## config.mk

```make
export PLATFORM = sky130hd
export DESIGN_NAME = pcc_front
export DESIGN_NICKNAME = d
export VERILOG_FILES = /design/src/particle_code_charge_macros.svh /design/src/pcc_pkg.sv /design/src/pcc_front.sv
export SDC_FILE = /design/constraint.sdc
export NUM_CORES = 1
export LEC_CHECK = 0
export BUFFER_PORTS_ARGS = -buffer_cell sky130_fd_sc_hd__buf_2
export CORE_ASPECT_RATIO = 2
export CORE_MARGIN = 3
export CORE_UTILIZATION = 43
export CTS_CLUSTER_DIAMETER = 200
export CTS_CLUSTER_SIZE = 28
export DETAILED_ROUTE_END_ITERATION = 10
export GPL_TIMING_DRIVEN = 0
export PLACE_DENSITY_LB_ADDON = 0.12
export SYNTH_ARGS = -nofsm -noshare
export SYNTH_HDL_FRONTEND = slang
export SYNTH_SLANG_ARGS = --single-unit
```

## constraint.sdc

```tcl
create_clock -name clk -period 3 [get_ports clk]
set_input_delay 0.75 -clock clk [delete_from_list [all_inputs] [get_ports clk]]
set_output_delay 0.75 -clock clk [all_outputs]
set_load 0.02 [all_outputs]
```

## src/particle_code_charge_macros.svh

```systemverilog
// Assertion macros shared by the particle code charge block.
`ifndef PARTICLE_CODE_CHARGE_MACROS_SVH
`define PARTICLE_CODE_CHARGE_MACROS_SVH

// Check a condition at every clock edge outside reset.
`define PCC_ASSERT(lbl, cond, msg) \
	lbl: assert property (@(posedge clk) disable iff (!arst_n) (cond)) else $error(msg);

// Check that a condition implies another one in the next cycle.
`define PCC_ASSERT_NEXT(lbl, pre, post, msg) \
	lbl: assert property (@(posedge clk) disable iff (!arst_n) (pre) |=> (post)) \
		else $error(msg);

`endif

```

## src/pcc_pkg.sv

```systemverilog
// Types, constants and the charge lookup shared by the particle code charge block.
package pcc_pkg;

	// Magnitude window that the digit stages split; larger codes are out of range
	localparam int MAG_W = 24;
	localparam int QUOT_W = MAG_W - 12;

	// Range limit and the divisor of the last quotient
	localparam int LIMIT_DIGITS = 10000000;
	localparam int DIGIT_BLOCK = 10000;
	localparam int HUNDRED = 100;

	// Reciprocal of ten for the multiply-and-shift divide
	localparam logic [31:0] RECIP10 = 32'hCCCC_CCCD;
	localparam int RECIP10_SHIFT = 35;

	// Full codes that override the fundamental table
	localparam logic [MAG_W-1:0] EXC_ZERO_A = MAG_W'(1000017);
	localparam logic [MAG_W-1:0] EXC_ZERO_B = MAG_W'(1000018);
	localparam logic [MAG_W-1:0] EXC_ZERO_C = MAG_W'(1000034);
	localparam logic [MAG_W-1:0] EXC_ZERO_D = MAG_W'(1000052);
	localparam logic [MAG_W-1:0] EXC_ZERO_E = MAG_W'(1000053);
	localparam logic [MAG_W-1:0] EXC_ZERO_F = MAG_W'(1000054);
	localparam logic [MAG_W-1:0] EXC_SIX_A = MAG_W'(5100061);
	localparam logic [MAG_W-1:0] EXC_SIX_B = MAG_W'(5100062);

	// Per-item flags that travel beside the digits
	typedef struct packed {
		logic neg;
		logic hi_nz;
		logic exc_zero;
		logic exc_six;
		logic is_hundred;
	} flags_t;

	// Decimal digits of the magnitude, units first
	typedef struct packed {
		logic [3:0] dj;
		logic [3:0] dq3;
		logic [3:0] dq2;
		logic [3:0] dq1;
	} digits_t;

	// Three times the charge of fundamental code idx (1 to 100); zero elsewhere
	function automatic logic signed [3:0] charge_lookup(input logic [6:0] idx);
		logic signed [3:0] q;
		q = 4'sd0;
		case (idx)
			7'd1, 7'd3, 7'd5, 7'd7, 7'd42: q = -4'sd1;
			7'd2, 7'd4, 7'd6, 7'd8: q = 4'sd2;
			7'd11, 7'd13, 7'd15, 7'd17: q = -4'sd3;
			7'd24, 7'd34, 7'd37, 7'd53: q = 4'sd3;
			7'd52, 7'd54: q = 4'sd6;
			default: q = 4'sd0;
		endcase
		return q;
	endfunction

endpackage

```

## src/pcc_front.sv

```systemverilog
// Input stage: sign and magnitude of the particle code.
module pcc_front import pcc_pkg::*; (
	input  logic             clk,
	input  logic             load,
	input  logic [31:0]      code,
	output logic             neg_s1,
	output logic             hi_nz_s1,
	output logic [MAG_W-1:0] mag_s1
);

	logic [31:0] mag;

	// Take the magnitude; the most negative pattern stays 2^31 and reads out of range
	assign mag = code[31] ? (32'd0 - code) : code;

	// Hold sign, high-part flag and low magnitude
	always_ff @(posedge clk) begin
		if (load) begin
			neg_s1   <= code[31];
			hi_nz_s1 <= (mag[31:MAG_W] != '0);
			mag_s1   <= mag[MAG_W-1:0];
		end
	end

endmodule

```

# Word-level counts from Yosys, hierarchy flattened
# Index checks and enable logic that the tools add are counted.
# W data, S select, Z words.
# classes
add_sub_neg	1
n_mux	1
reduce_logical	1
# op_table
op	n
$mux W32	1
$sub A1 B32 Y32 const A	1
$reduce_bool A8 Y1	1
# totals
output_inout_bits	26
register_bits	26
in_bits	34
wordCells	6

# Depth between registers and ports, before layout
# depth
word_depth	3
ltp_mapped	8
ltp_nobuf	8

# Least setup slack after synthesis
# OpenSTA, ideal clock, no wires.
# synth_path
path_type	input to register
startpoint	input port code[17]
endpoint	register hi_nz_s1, data pin
arrival_time_ps	2724
n_path_buf	2
setup_time_ps	272
t_required_ps	2728
path_stages	8
slack_ps	4
cell_sequence	or3_4 -> or3_1 -> buf_2 -> or2_0 -> buf_2 -> o31ai_1 -> a32oi_1 -> or4_1
# synth_between
elab_chain_len	3
# synth_lines
item	line_no	text
start: declaration	pcc_front.sv:5	input logic [31:0] code,
$sub A1 B32 Y32	pcc_front.sv:14	assign mag = code[31] ? (32'd0 - code) : code;
$mux W32	pcc_front.sv:14	
$reduce_bool A8 Y1	pcc_front.sv:20	hi_nz_s1 <= (mag[31:MAG_W] != '0);
end signal: assignment	pcc_front.sv:20	
end: declaration	pcc_front.sv:7	output logic hi_nz_s1,
# No other way between the ends.
# A chain may end at the register's enable or synchronous reset.

# Worst setup path after layout
# Same ends and word-level chain as after synthesis.

==> results.toml <==
[logic_synthesis]
ys_types = 31
seq_area_frac_synth_pct = 51.83
synth_common_cells = "edfxtp_1 (26), xnor2_1 (22), o31ai_1 (12)"
syn_area_per_cell_um2 = 11.24
synth_seq_cells = 26
synth_warnings = 0
synth_edf_count = 26
synthTopCellsByArea = "edfxtp_1 (52%), xnor2_1 (13%), o31ai_1 (6.0%), o41ai_1 (3.5%), nor4_1 (2.5%)"
synth.most_common_cell = "edfxtp_1"
synth_top_area_share_pct = 51.83
yosys.area.top_type = "edfxtp_1"
synthArstFlopShare_pct = 0
synth_nets = 169
postSynthCellCount = 134
synth_area_um2 = 1506
synth_ff_type = "edfxtp_1"

[layout]
stdcell_count = 232
drive_gt1_share_pct = 40.30
antennaDiodeCount = 0
nets = 237
area_delta_synth_final_pct = 31.89
finalInstanceArea_um2 = 1987

[setup_path]
cp-start-kind = "input port"
worst_setup_path_end_kind = "register"
cp_max_fo = 8
crit_required_ps = 3000
cp.arrival_ps = 2980
worstSetupPathType = "input port to register"

[drt]
avgViaCountPerCell = 6.039
ant_nets = 0
dr_wl_met3_um = 223
met1Wirelength_mm = 1.239
drc = 0
dr.pass1.iters = 4
post_drt_wl_per_cell_um = 16.34
wl_met2_mm = 2.209
vias = 1401
first_iter_violations = 36
drt_wl_total_mm = 3.792
top_layer = "met4"

[timing]
finalMaxSlewViolations = 0
finalCritPeriodShare_pct = 99.19
maxSlewHeadroom_pct = 62.21
tightest_slew_ps = 566.9
fmax_mhz = 336.1
hold_ws_ps = 725.9
hold_violations = 0
setup_violations = 0
min_period_ps = 2976
tns_ps = 0

[power_and_ir_drop]
fin_total_pwr_mw = 0.8490
ir_drop_v = 0.0002269
total_leakage_power_nw = 0.7304
pwr_density_cell_nw_per_um2 = 427.3

[die]
start_util_pct = 46.13
num_rows = 29
die_x_um = 47.86
fp.coreArea_um2 = 3266
ios = 60
die_y_um = 89.71
fp.dieArea_um2 = 4293

[global_routing]
grt_usage_pct = 17.77
grt_max_degree = 27
grt_pass1_wl_mm = 5.830
overflow = 0
antenna_found_initial = 0
grt_pass1_vias = 1461

[cts]
cts_tree = "yes"
cts_sinks = 26
numCtsBuffers = 3
htreeDepth = 1
clk_pin_slew_ps = 80
root_buffer = "clkbuf_8"
ctsHoldBuffers = 0
clockBufferDepth = 2

[hold_path]
hp-start = "code[0]"
min_delay_path_depth = 1
hp-class = "input port to register"
hold_end = "mag_s1[0]"

[place]
port_buffers = 59
placed_cell_area_um2 = 1841
routabilityCongestion = 0.8077
place_hpwl_mm = 2.888
place_inst = 224

[status]
status = "finished, final reports clean"

[flow_run]
maxCapViolations = 0
[per-stage QoR]
| stage | util, % | worst slack [ps] |
|---|---|---|
| after floorplan | - | 3.979 |
| after global placement | 56.36 | -347.0 |
| after detailed placement | 56.36 | -409.1 |
| after CTS | 58.58 | 9.863 |
| after global routing | 60.84 | -13.76 |
| final | 60.84 | 24.27 |
[logic make-up (layout without fill, tap and decap cells)]
family	count (synthesis)	in the layout	share of synthesized area (%)
flip-flops	26	26	51.83
adder cells (fa/ha/maj)	1	1	0.8304
buffers and inverters	8	75	2.242
AO/OA/AOI/OAI	33	33	15.62
XOR/XNOR	22	22	12.79
AND/OR/NAND/NOR	44	44	16.69
[flip-flops by register name (all words and copies together), names as in the netlist]
register / cells
hi_nz_s1: 1
mag_s1: 24
neg_s1: 1
[where the power goes]
group / switching (mW) / total [mW] / internal (mW)
clock: 0.0984 / 0.190 / 0.0913
combinational: 0.129 / 0.207 / 0.0775
sequential: 0.00820 / 0.453 / 0.444
[layout make-up]
class / count / area (um^2)
tap: 31 / 38.79
clock buffer: 3 / 41.29
fill: 270 / 1279
buffer: 5 / 31.28
multi-input combinational: 100 / 754.5
sequential: 26 / 780.7
clock inverter: 1 / 3.754
inverter: 3 / 11.26
timing repair buffer: 63 / 325.3
[layer usage]
metal  up-vias  global-route usage (%)
met5         -                       0
met3        12                   1.600
met1       655                   16.77
met2        68                   31.31
li1        666                       -
met4         0                   12.81
[worst max-delay path by stage]
| stage | startpoint | to | depth (start not counted) |
|---|---|---|---|
| global route | code[17] | hi_nz_s1 | 9 |
| detailed placement | code[1] | hi_nz_s1 | 9 |
| global placement | code[1] | hi_nz_s1 | 9 |
| floorplan | code[17] | hi_nz_s1 | 8 |
| CTS | code[17] | hi_nz_s1 | 9 |
| finish | code[17] | hi_nz_s1 | 9 |
[timing repair]
item                                    CTS  global route
pin swaps                                 1             6
gates cloned                              0             0
gates resized for setup                   4            13
setup buffers                             0             4
endpoints found under the setup margin    1             1
[cells in the final DEF, fill, tap and decap left out]
| master | netlist | routed |
|---|---|---|
| buf_1 | 1 | 1 |
| nor3b_4 | 0 | 1 |
| nor4_2 | 1 | 1 |
| o2bb2ai_1 | 1 | 1 |
| or2_4 | 0 | 1 |
| or3_4 | 1 | 3 |
| a21boi_0 | 1 | 1 |
| o22ai_1 | 1 | 1 |
| nand2b_1 | 3 | 3 |
| nand3_1 | 2 | 2 |
| nand2_1 | 9 | 9 |
| xnor2_1 | 22 | 22 |
| or4_4 | 0 | 1 |
| o31ai_1 | 12 | 10 |
| nand4_1 | 4 | 4 |
| o21ai_0 | 7 | 7 |
| or4_1 | 5 | 4 |
| o41ai_2 | 0 | 1 |
| buf_4 | 0 | 5 |
| a21oi_1 | 2 | 2 |
| or2_0 | 1 | 1 |
| buf_2 | 3 | 60 |
| a32oi_1 | 1 | 1 |
| nor3_1 | 2 | 2 |
| o41ai_1 | 6 | 5 |
| ha_2 | 0 | 1 |
| clkbuf_8 | 0 | 3 |
| o32ai_1 | 1 | 1 |
| o31ai_2 | 0 | 2 |
| clkbuf_1 | 1 | 1 |
| buf_6 | 0 | 1 |
| nor2_1 | 6 | 6 |
| inv_1 | 3 | 3 |
| nor4_1 | 6 | 5 |
| clkinv_1 | 0 | 1 |
| a22oi_1 | 1 | 1 |
| edfxtp_1 | 26 | 26 |
| nor4_4 | 0 | 1 |
[critical path, stage by stage]
cell     delay [ps]
buf_2           120
or3_4           400
or3_4           340
buf_6           140
or2_0           220
buf_4           170
o31ai_2         240
a22oi_1         110
or4_1           480
Power figures use the tool's default switching activity.
