[src/particle_code_charge_macros.svh]
// Assertion macros shared by the particle code charge block.
`ifndef PARTICLE_CODE_CHARGE_MACROS_SVH
`define PARTICLE_CODE_CHARGE_MACROS_SVH

// Check a condition at every clock edge outside reset.
`define PCC_ASSERT(lbl, cond, msg) \
	lbl: assert property (@(posedge clk) disable iff (!arst_n) (cond)) else $error(msg);

// Check that a condition implies another one in the next cycle.
`define PCC_ASSERT_NEXT(lbl, pre, post, msg) \
	lbl: assert property (@(posedge clk) disable iff (!arst_n) (pre) |=> (post)) \
		else $error(msg);

`endif

[src/pcc_pkg.sv]
// Types, constants and the charge lookup shared by the particle code charge block.
package pcc_pkg;

	// Magnitude window that the digit stages split; larger codes are out of range
	localparam int MAG_W = 24;
	localparam int QUOT_W = MAG_W - 12;

	// Range limit and the divisor of the last quotient
	localparam int LIMIT_DIGITS = 10000000;
	localparam int DIGIT_BLOCK = 10000;
	localparam int HUNDRED = 100;

	// Reciprocal of ten for the multiply-and-shift divide
	localparam logic [31:0] RECIP10 = 32'hCCCC_CCCD;
	localparam int RECIP10_SHIFT = 35;

	// Full codes that override the fundamental table
	localparam logic [MAG_W-1:0] EXC_ZERO_A = MAG_W'(1000017);
	localparam logic [MAG_W-1:0] EXC_ZERO_B = MAG_W'(1000018);
	localparam logic [MAG_W-1:0] EXC_ZERO_C = MAG_W'(1000034);
	localparam logic [MAG_W-1:0] EXC_ZERO_D = MAG_W'(1000052);
	localparam logic [MAG_W-1:0] EXC_ZERO_E = MAG_W'(1000053);
	localparam logic [MAG_W-1:0] EXC_ZERO_F = MAG_W'(1000054);
	localparam logic [MAG_W-1:0] EXC_SIX_A = MAG_W'(5100061);
	localparam logic [MAG_W-1:0] EXC_SIX_B = MAG_W'(5100062);

	// Per-item flags that travel beside the digits
	typedef struct packed {
		logic neg;
		logic hi_nz;
		logic exc_zero;
		logic exc_six;
		logic is_hundred;
	} flags_t;

	// Decimal digits of the magnitude, units first
	typedef struct packed {
		logic [3:0] dj;
		logic [3:0] dq3;
		logic [3:0] dq2;
		logic [3:0] dq1;
	} digits_t;

	// Three times the charge of fundamental code idx (1 to 100); zero elsewhere
	function automatic logic signed [3:0] charge_lookup(input logic [6:0] idx);
		logic signed [3:0] q;
		q = 4'sd0;
		case (idx)
			7'd1, 7'd3, 7'd5, 7'd7, 7'd42: q = -4'sd1;
			7'd2, 7'd4, 7'd6, 7'd8: q = 4'sd2;
			7'd11, 7'd13, 7'd15, 7'd17: q = -4'sd3;
			7'd24, 7'd34, 7'd37, 7'd53: q = 4'sd3;
			7'd52, 7'd54: q = 4'sd6;
			default: q = 4'sd0;
		endcase
		return q;
	endfunction

endpackage

[src/pcc_rule.sv]
// Output stage: gives zero out of range, else picks the table, meson, diquark or baryon rule, and applies the sign.
module pcc_rule import pcc_pkg::*; #(
	parameter int Q_W = QUOT_W
) (
	input  logic              clk,
	input  logic              load,
	input  flags_t            flags,
	input  digits_t           digits,
	input  logic [Q_W-1:0]    quot,
	output logic signed [3:0] charge_s6
);

	localparam logic [Q_W-1:0] QUOT_LIMIT = Q_W'(LIMIT_DIGITS / DIGIT_BLOCK);

	logic              too_long;
	logic              table_hit;
	logic [6:0]        low_code;
	logic signed [3:0] t1, t2, t3;
	logic signed [3:0] mag_charge;

	// Low two digits as the fundamental index
	assign low_code = {digits.dq3, 3'b000} + {2'b00, digits.dq3, 1'b0} + {3'b000, digits.dj};
	assign too_long = flags.hi_nz || (quot >= QUOT_LIMIT);
	assign table_hit = ((digits.dq2 == 4'd0) && (digits.dq1 == 4'd0) && (low_code != 7'd0))
		|| flags.is_hundred;

	// Quark digit charges; digit zero reads zero
	assign t1 = charge_lookup({3'b000, digits.dq1});
	assign t2 = charge_lookup({3'b000, digits.dq2});
	assign t3 = charge_lookup({3'b000, digits.dq3});

	// Select the rule for the magnitude
	always_comb begin
		mag_charge = 4'sd0;
		if (too_long) begin
			mag_charge = 4'sd0;
		end else if (table_hit) begin
			if (flags.exc_zero) begin
				mag_charge = 4'sd0;
			end else if (flags.exc_six) begin
				mag_charge = 4'sd6;
			end else begin
				mag_charge = charge_lookup(low_code);
			end
		end else if (digits.dj == 4'd0) begin
			mag_charge = 4'sd0;
		end else if (digits.dq1 == 4'd0) begin
			if ((digits.dq2 == 4'd3) || (digits.dq2 == 4'd5)) begin
				mag_charge = t3 - t2;
			end else begin
				mag_charge = t2 - t3;
			end
		end else if (digits.dq3 == 4'd0) begin
			mag_charge = t2 + t1;
		end else begin
			mag_charge = t3 + t2 + t1;
		end
	end

	// Hold the signed result
	always_ff @(posedge clk) begin
		if (load) begin
			charge_s6 <= flags.neg ? -mag_charge : mag_charge;
		end
	end

endmodule
[config.mk]
export PLATFORM = sky130hd
export DESIGN_NAME = pcc_rule
export DESIGN_NICKNAME = d
export VERILOG_FILES = /design/src/particle_code_charge_macros.svh /design/src/pcc_pkg.sv /design/src/pcc_rule.sv
export SDC_FILE = /design/constraint.sdc
export NUM_CORES = 1
export LEC_CHECK = 0
export BUFFER_PORTS_ARGS = -buffer_cell sky130_fd_sc_hd__buf_2
export CORE_MARGIN = 10
export CORE_UTILIZATION = 50
export DETAILED_ROUTE_END_ITERATION = 10
export GPL_TIMING_DRIVEN = 0
export PLACE_DENSITY = 0.77
export SKIP_CTS_REPAIR_TIMING = 1
export SLEW_MARGIN = 5
export SYNTH_ARGS = -nofsm -noshare
export SYNTH_HDL_FRONTEND = slang
export SYNTH_SLANG_ARGS = --single-unit
export TNS_END_PERCENT = 100
[constraint.sdc]
create_clock -name clk -period 6.8 [get_ports clk]
set_clock_uncertainty 0.05 [all_clocks]
set_input_delay 0.34 -clock clk [delete_from_list [all_inputs] [get_ports clk]]
set_output_delay 0.34 -clock clk [all_outputs]
set_load 0.01 [all_outputs]
======== After elaboration in Yosys (flattened, before gate mapping) ========
Memories as Yosys holds them, arrays and structs flattened.
Index checks and enable logic that the tools add are counted.
storage, ports and cells
  output and inout port bits .............. 4
  memories kept ........................... 4
  bits of input ports ..................... 35
  word-level logic and storage cells ...... 36
  bits in registers ....................... 4
  ROM bits ................................ 448
memory list
  memory           words  width  read ports  clocked after memory_dff  write ports  RTL line       RTL
  (no name shown)  64     4      1           0                         0            pcc_pkg.sv:48  case (idx)
  (no name shown)  16     4      1           0                         0            pcc_pkg.sv:48
  (no name shown)  16     4      1           0                         0            pcc_pkg.sv:48
  (no name shown)  16     4      1           0                         0            pcc_pkg.sv:48
operators by class
  $lt $le $gt $ge ......................... 1
  equal/unequal tests ..................... 2
  reduce and logical (&&, ||, !) cells .... 10
  add/sub/neg operators ................... 8
  muxes and demuxes ....................... 10
operators with widths
  cell                    number
  $mux W4                 10
  $logic_not A4 Y1        4
  $add A4 B4 Y4           3
  $ge A12 B10 Y1 const B  1
  $sub A4 B4 Y4           2
  $add A7 B4 Y7           1
  $add A7 B5 Y7           1
  $reduce_bool A7 Y1      1
  $eq A4 B2 Y1 const B    1
  $eq A4 B3 Y1 const B    1
  $neg A4 Y4              1
  $logic_or A1 B1 Y1      3
  $logic_and A1 B1 Y1     2

======== Logic depth before layout (Yosys ltp) ========
An unclocked memory read counts as a cell.
  word-level depth ........................ 10
  gate-level depth with buffers ........... 16
  mapped depth without buffers ............ 16

======== Worst setup path after synthesis ========
OpenSTA, ideal clock, no wires.
  kind .................................... input -> register
  start ................................... in digits[8] (netlist name)
  end ..................................... reg charge_s6[2] (data pin)
  setup time .............................. 259 ps
  arrival ................................. 2998 ps
  setup slack ............................. 3493 ps
  required time ........................... 6491 ps
  stages on the path ...................... 13
  path buffers ............................ 0
  path through ............................ inv_1 > fa_1 > fa_1 > nand2b_1 > a21oi_2 > xor2_2 > o311a_4 > or2_1 > o22ai_1 > inv_1 > ha_1 > nor2b_1 > xnor2_1
on the way
  word-level cells in the longest chain between the ends .. 10
  elaborated cells between the ends (all ways) .. 23
  those cells by class .................... add/sub: 7; mux: 10; reduce/logical: 4; memory: 2
ends and longest elaborated chain
  what                                                    RTL line                        RTL
  from (decl)                                             pcc_rule.sv:8                   input digits_t digits,
  $add A7 B5 Y7 / $mem_v2 Z16 W4 (equally long branches)  n/a
  $add A7 B4 Y7 / $add A4 B4 Y4 (equally long branches)   pcc_rule.sv:22, pcc_rule.sv:56
  $mem_v2 Z64 W4 / $add A4 B4 Y4 (equally long branches)  n/a
  $mux W4, on equally long branches                       pcc_pkg.sv:48, pcc_rule.sv:53
  $mux W4, on equally long branches                       pcc_rule.sv:40, pcc_rule.sv:47
  $mux W4, on equally long branches                       pcc_rule.sv:38, pcc_rule.sv:45
  $mux W4 *                                               pcc_rule.sv:37                  end else if (table_hit) begin
  $mux W4 *                                               pcc_rule.sv:35                  if (too_long) begin
  $neg A4 Y4                                              pcc_rule.sv:63                  charge_s6 <= flags.neg ? -mag_charge : mag_charge;
  $mux W4 *                                               pcc_rule.sv:63
  to (signal assigned)                                    pcc_rule.sv:63
  to (decl)                                               pcc_rule.sv:10                  output logic signed [3:0] charge_s6
Every way passes the cells marked *; elsewhere a longest branch is shown, timed or not.
A chain may end at the register's enable or synchronous reset.

======== Worst setup path in the final report ========
  start ................................... in digits[4] (netlist name)
  end ..................................... reg charge_s6[3] (data pin)
on the way
  word-level cells in the longest chain between the ends .. 10
  elaborated cells between the ends (all ways) .. 21
  those cells by class .................... add/sub: 6; eq/ne: 2; mux: 7; reduce/logical: 5; memory: 1
ends and longest elaborated chain
  what                        RTL line        RTL
  $mem_v2 Z16 W4              n/a
  $add A4 B4 Y4 (2 in a row)  pcc_rule.sv:56  mag_charge = t3 + t2 + t1;
  $mux W4                     pcc_rule.sv:53  end else if (digits.dq3 == 4'd0) begin
  $mux W4                     pcc_rule.sv:47  end else if (digits.dq1 == 4'd0) begin
  $mux W4                     pcc_rule.sv:45  end else if (digits.dj == 4'd0) begin
  $mux W4 *                   pcc_rule.sv:37
  $mux W4 *                   pcc_rule.sv:35
  $neg A4 Y4                  pcc_rule.sv:63
  $mux W4 *                   pcc_rule.sv:63
Marked as above.

==> results.cfg <==
[outcome]
status = finished, final reports clean

[sta]
final-hold-violation-count = 0
relSlewSlack = 0.525
finalMaxSlewViolations = 0
worst_pin_slew_ns = 0.706
post-route-period-util = 0.511
hold_slack_ns = 0.309
setup_slack_ns = 3.32
maxClockFrequency_mhz = 288
rsz0062_at_grt = false
min_period_ns = 3.48
tns_ns = 0
finalSetupViolCount = 0

[synthesis]
yosys_most_used_dff = edfxtp_1
synth_area_um2 = 1410
ys_types = 42
syn_avg_cell_area_um2 = 8.02
synth-async-reset-ratio = 0
synth_cells = 176
yosys_warnings = 0
synth-seq-cells = 4
synth-edff-count = 4
synth_nets = 235
yosysSeqAreaShare = 0.0851

[placement]
io_buffers = 35
gp_congestion = 0.781
hpwl_um = 2730
dpl_worst_slack_ns = 3.11

[layout]
nNetsFinal = 275
largest_reg_flops = 4
antenna_cells = 0
top_regs = charge_s6 (4)
area_growth_pct = 16.8
regMostFlops = charge_s6
drive_above_1_share = 0.234

[drt]
final_antenna_net_count = 0
vias = 1362
drtPass1Iterations = 4
wl_per_cell_um = 13.1
drt-total-wl_um = 3200
drt_iter0_drc = 104
drc = 0
via_per_inst = 5.56

[power_and_ir_drop]
power_density_nw_per_um2 = 134
p_switching_uw = 100
total_power_uw = 221
p_clk_frac = 0.132
peakVddDrop_v = 0.000110
p_sw_frac = 0.455
pwr-share-comb = 0.732
leakagePower_nw = 0.745
p_seq_frac = 0.136
p_int_uw = 120

[critical_path]
crit_arrival_ns = 3.41
cp-startpoint = digits[4]
cp-end-kind = flip-flop
critPathRequiredTime_ns = 6.73
worst-setup-path-type = in -> reg
crit_fanout = 5
startpoint_type = primary input

[floorplan]
die_area_um2 = 5350
start_util = 0.516
die_w_um = 73.1
placementRows = 19
die_h_um = 73.1
io_pins = 39
core-area_um2 = 2730

[clock_network]
numClockSinks = 4
clockBufferDepth = 2
cts_made_buffers = 3
htreeDepth = 1
tritoncts = yes
cts_root_buffer = clkbuf_4
clkSlewWorstSetupHoldPaths_ns = 0.04

[global_route]
grt.total_usage = 0.115
overflow = 0
grt_max_degree = 11
grt_pass1_wl_um = 5240
antenna_found_initial = 0
first_global_vias = 1294

[flow_run]
cap_violations = 0

[worst_hold_path]
hold_path_depth = 1
hold_path_end = charge_s6[0]$_DFFE_PP_
hold_start = load
hold_path_class = in -> reg
power by group through the flow:
stage	logic, mW	clock network (mW)	registers (mW)
after floorplan	0.119	0	0.0317
after global placement	0.157	0	0.0304
after detailed placement	0.160	0	0.0304
after CTS	0.161	0.0306	0.0300
after global routing	0.182	0.0333	0.0304
final	0.162	0.0291	0.0300
per-stage QoR:
step,util,cells,area [um^2]
finish,0.603,245,1650
global placement,0.595,242,1630
CTS,0.603,245,1650
floorplan,-,176,1410
detailed placement,0.595,242,1630
global route,0.603,245,1650
layout make-up:
class	count	area [um^2]
fillers	250	1090
plain buffers	3	27.5
multi-input cells	146	1180
well taps	31	38.8
inverters	23	86.3
clock buffers	3	22.5
flip-flops and latches	4	120
repair buffers	35	175
cells in the mapped netlist (all sizes together) (2+ instances only):
| cell | instances | area share |
|---|---|---|
| a2111oi | 2 | 0.012 |
| mux2i | 4 | 0.028 |
| or2 | 2 | 0.0089 |
| o21ai | 9 | 0.032 |
| nand3 | 4 | 0.014 |
| a32oi | 2 | 0.012 |
| o22ai | 3 | 0.013 |
| xor2 | 5 | 0.042 |
| nor2 | 17 | 0.045 |
| edfxtp | 4 | 0.085 |
| a31oi | 2 | 0.0089 |
| o31ai | 2 | 0.011 |
| a21oi | 9 | 0.037 |
| nor4 | 6 | 0.048 |
| ha | 16 | 0.14 |
| xnor2 | 7 | 0.043 |
| nor3 | 12 | 0.043 |
| nand3b | 2 | 0.011 |
| nor2b | 2 | 0.0089 |
| a211o | 2 | 0.012 |
| fa | 8 | 0.11 |
| a211oi | 4 | 0.021 |
| and2 | 3 | 0.013 |
| nand2 | 12 | 0.032 |
| inv | 23 | 0.061 |
| buf | 3 | 0.019 |
| o311a | 2 | 0.022 |
layer usage:
metal | routed length, um | up-vias | track usage
met2 | 1610 | 46 | 0.210
met3 | 200 | 6 | 0.0286
li1 | - | 709 | -
met5 | 0 | - | 0
met1 | 1370 | 601 | 0.126
met4 | 12 | 0 | 0.0338
worst max-delay path, cell delays in order:
cell,delay (ns)
buf_2,0.12
nor3_1,0.22
xnor2_1,0.23
fa_1,0.57
ha_1,0.14
inv_1,0.05
fa_1,0.39
xor2_1,0.17
xnor2_1,0.13
o21ai_0,0.10
a2111oi_0,0.45
a31oi_1,0.12
o311a_1,0.16
a22o_1,0.23
layout by cell type (no fill, tap or decap), drive strengths merged, types with 4 or more instances in the layout:
master	netlist	routed
nor3	12	12
nand2	12	12
fa	8	8
edfxtp	4	4
nor2	17	17
o21ai	9	9
a211oi	4	4
ha	16	16
mux2i	4	4
nor4	6	6
nand3	4	4
buf	3	38
xnor2	7	7
xor2	5	5
inv	23	23
a21oi	9	9
worst max path at each step:
| stage | to | slack (ns) |
|---|---|---|
| 2_1_floorplan | charge_s6[2]$_DFFE_PP_ | 3.49 |
| 3_3_place_gp | charge_s6[2]$_DFFE_PP_ | 3.12 |
| 3_5_place_dp | charge_s6[3]$_DFFE_PP_ | 3.11 |
| 4_1_cts | charge_s6[3]$_DFFE_PP_ | 3.32 |
| 5_1_grt | charge_s6[3]$_DFFE_PP_ | 3.14 |
| 6_report | charge_s6[3]$_DFFE_PP_ | 3.32 |
cells by family (layout without fill, tap and decap cells):
| logic type | Yosys count | after routing | share of synthesized area |
|---|---|---|---|
| xor+xnor | 12 | 12 | 0.0851 |
| simple gates | 65 | 65 | 0.246 |
| fa+ha+maj | 24 | 24 | 0.255 |
| flops | 4 | 4 | 0.0851 |
| buf+inv | 26 | 64 | 0.0807 |
| compound gates | 39 | 39 | 0.195 |
| mux | 6 | 6 | 0.0523 |
Power figures use the tool's default switching activity.
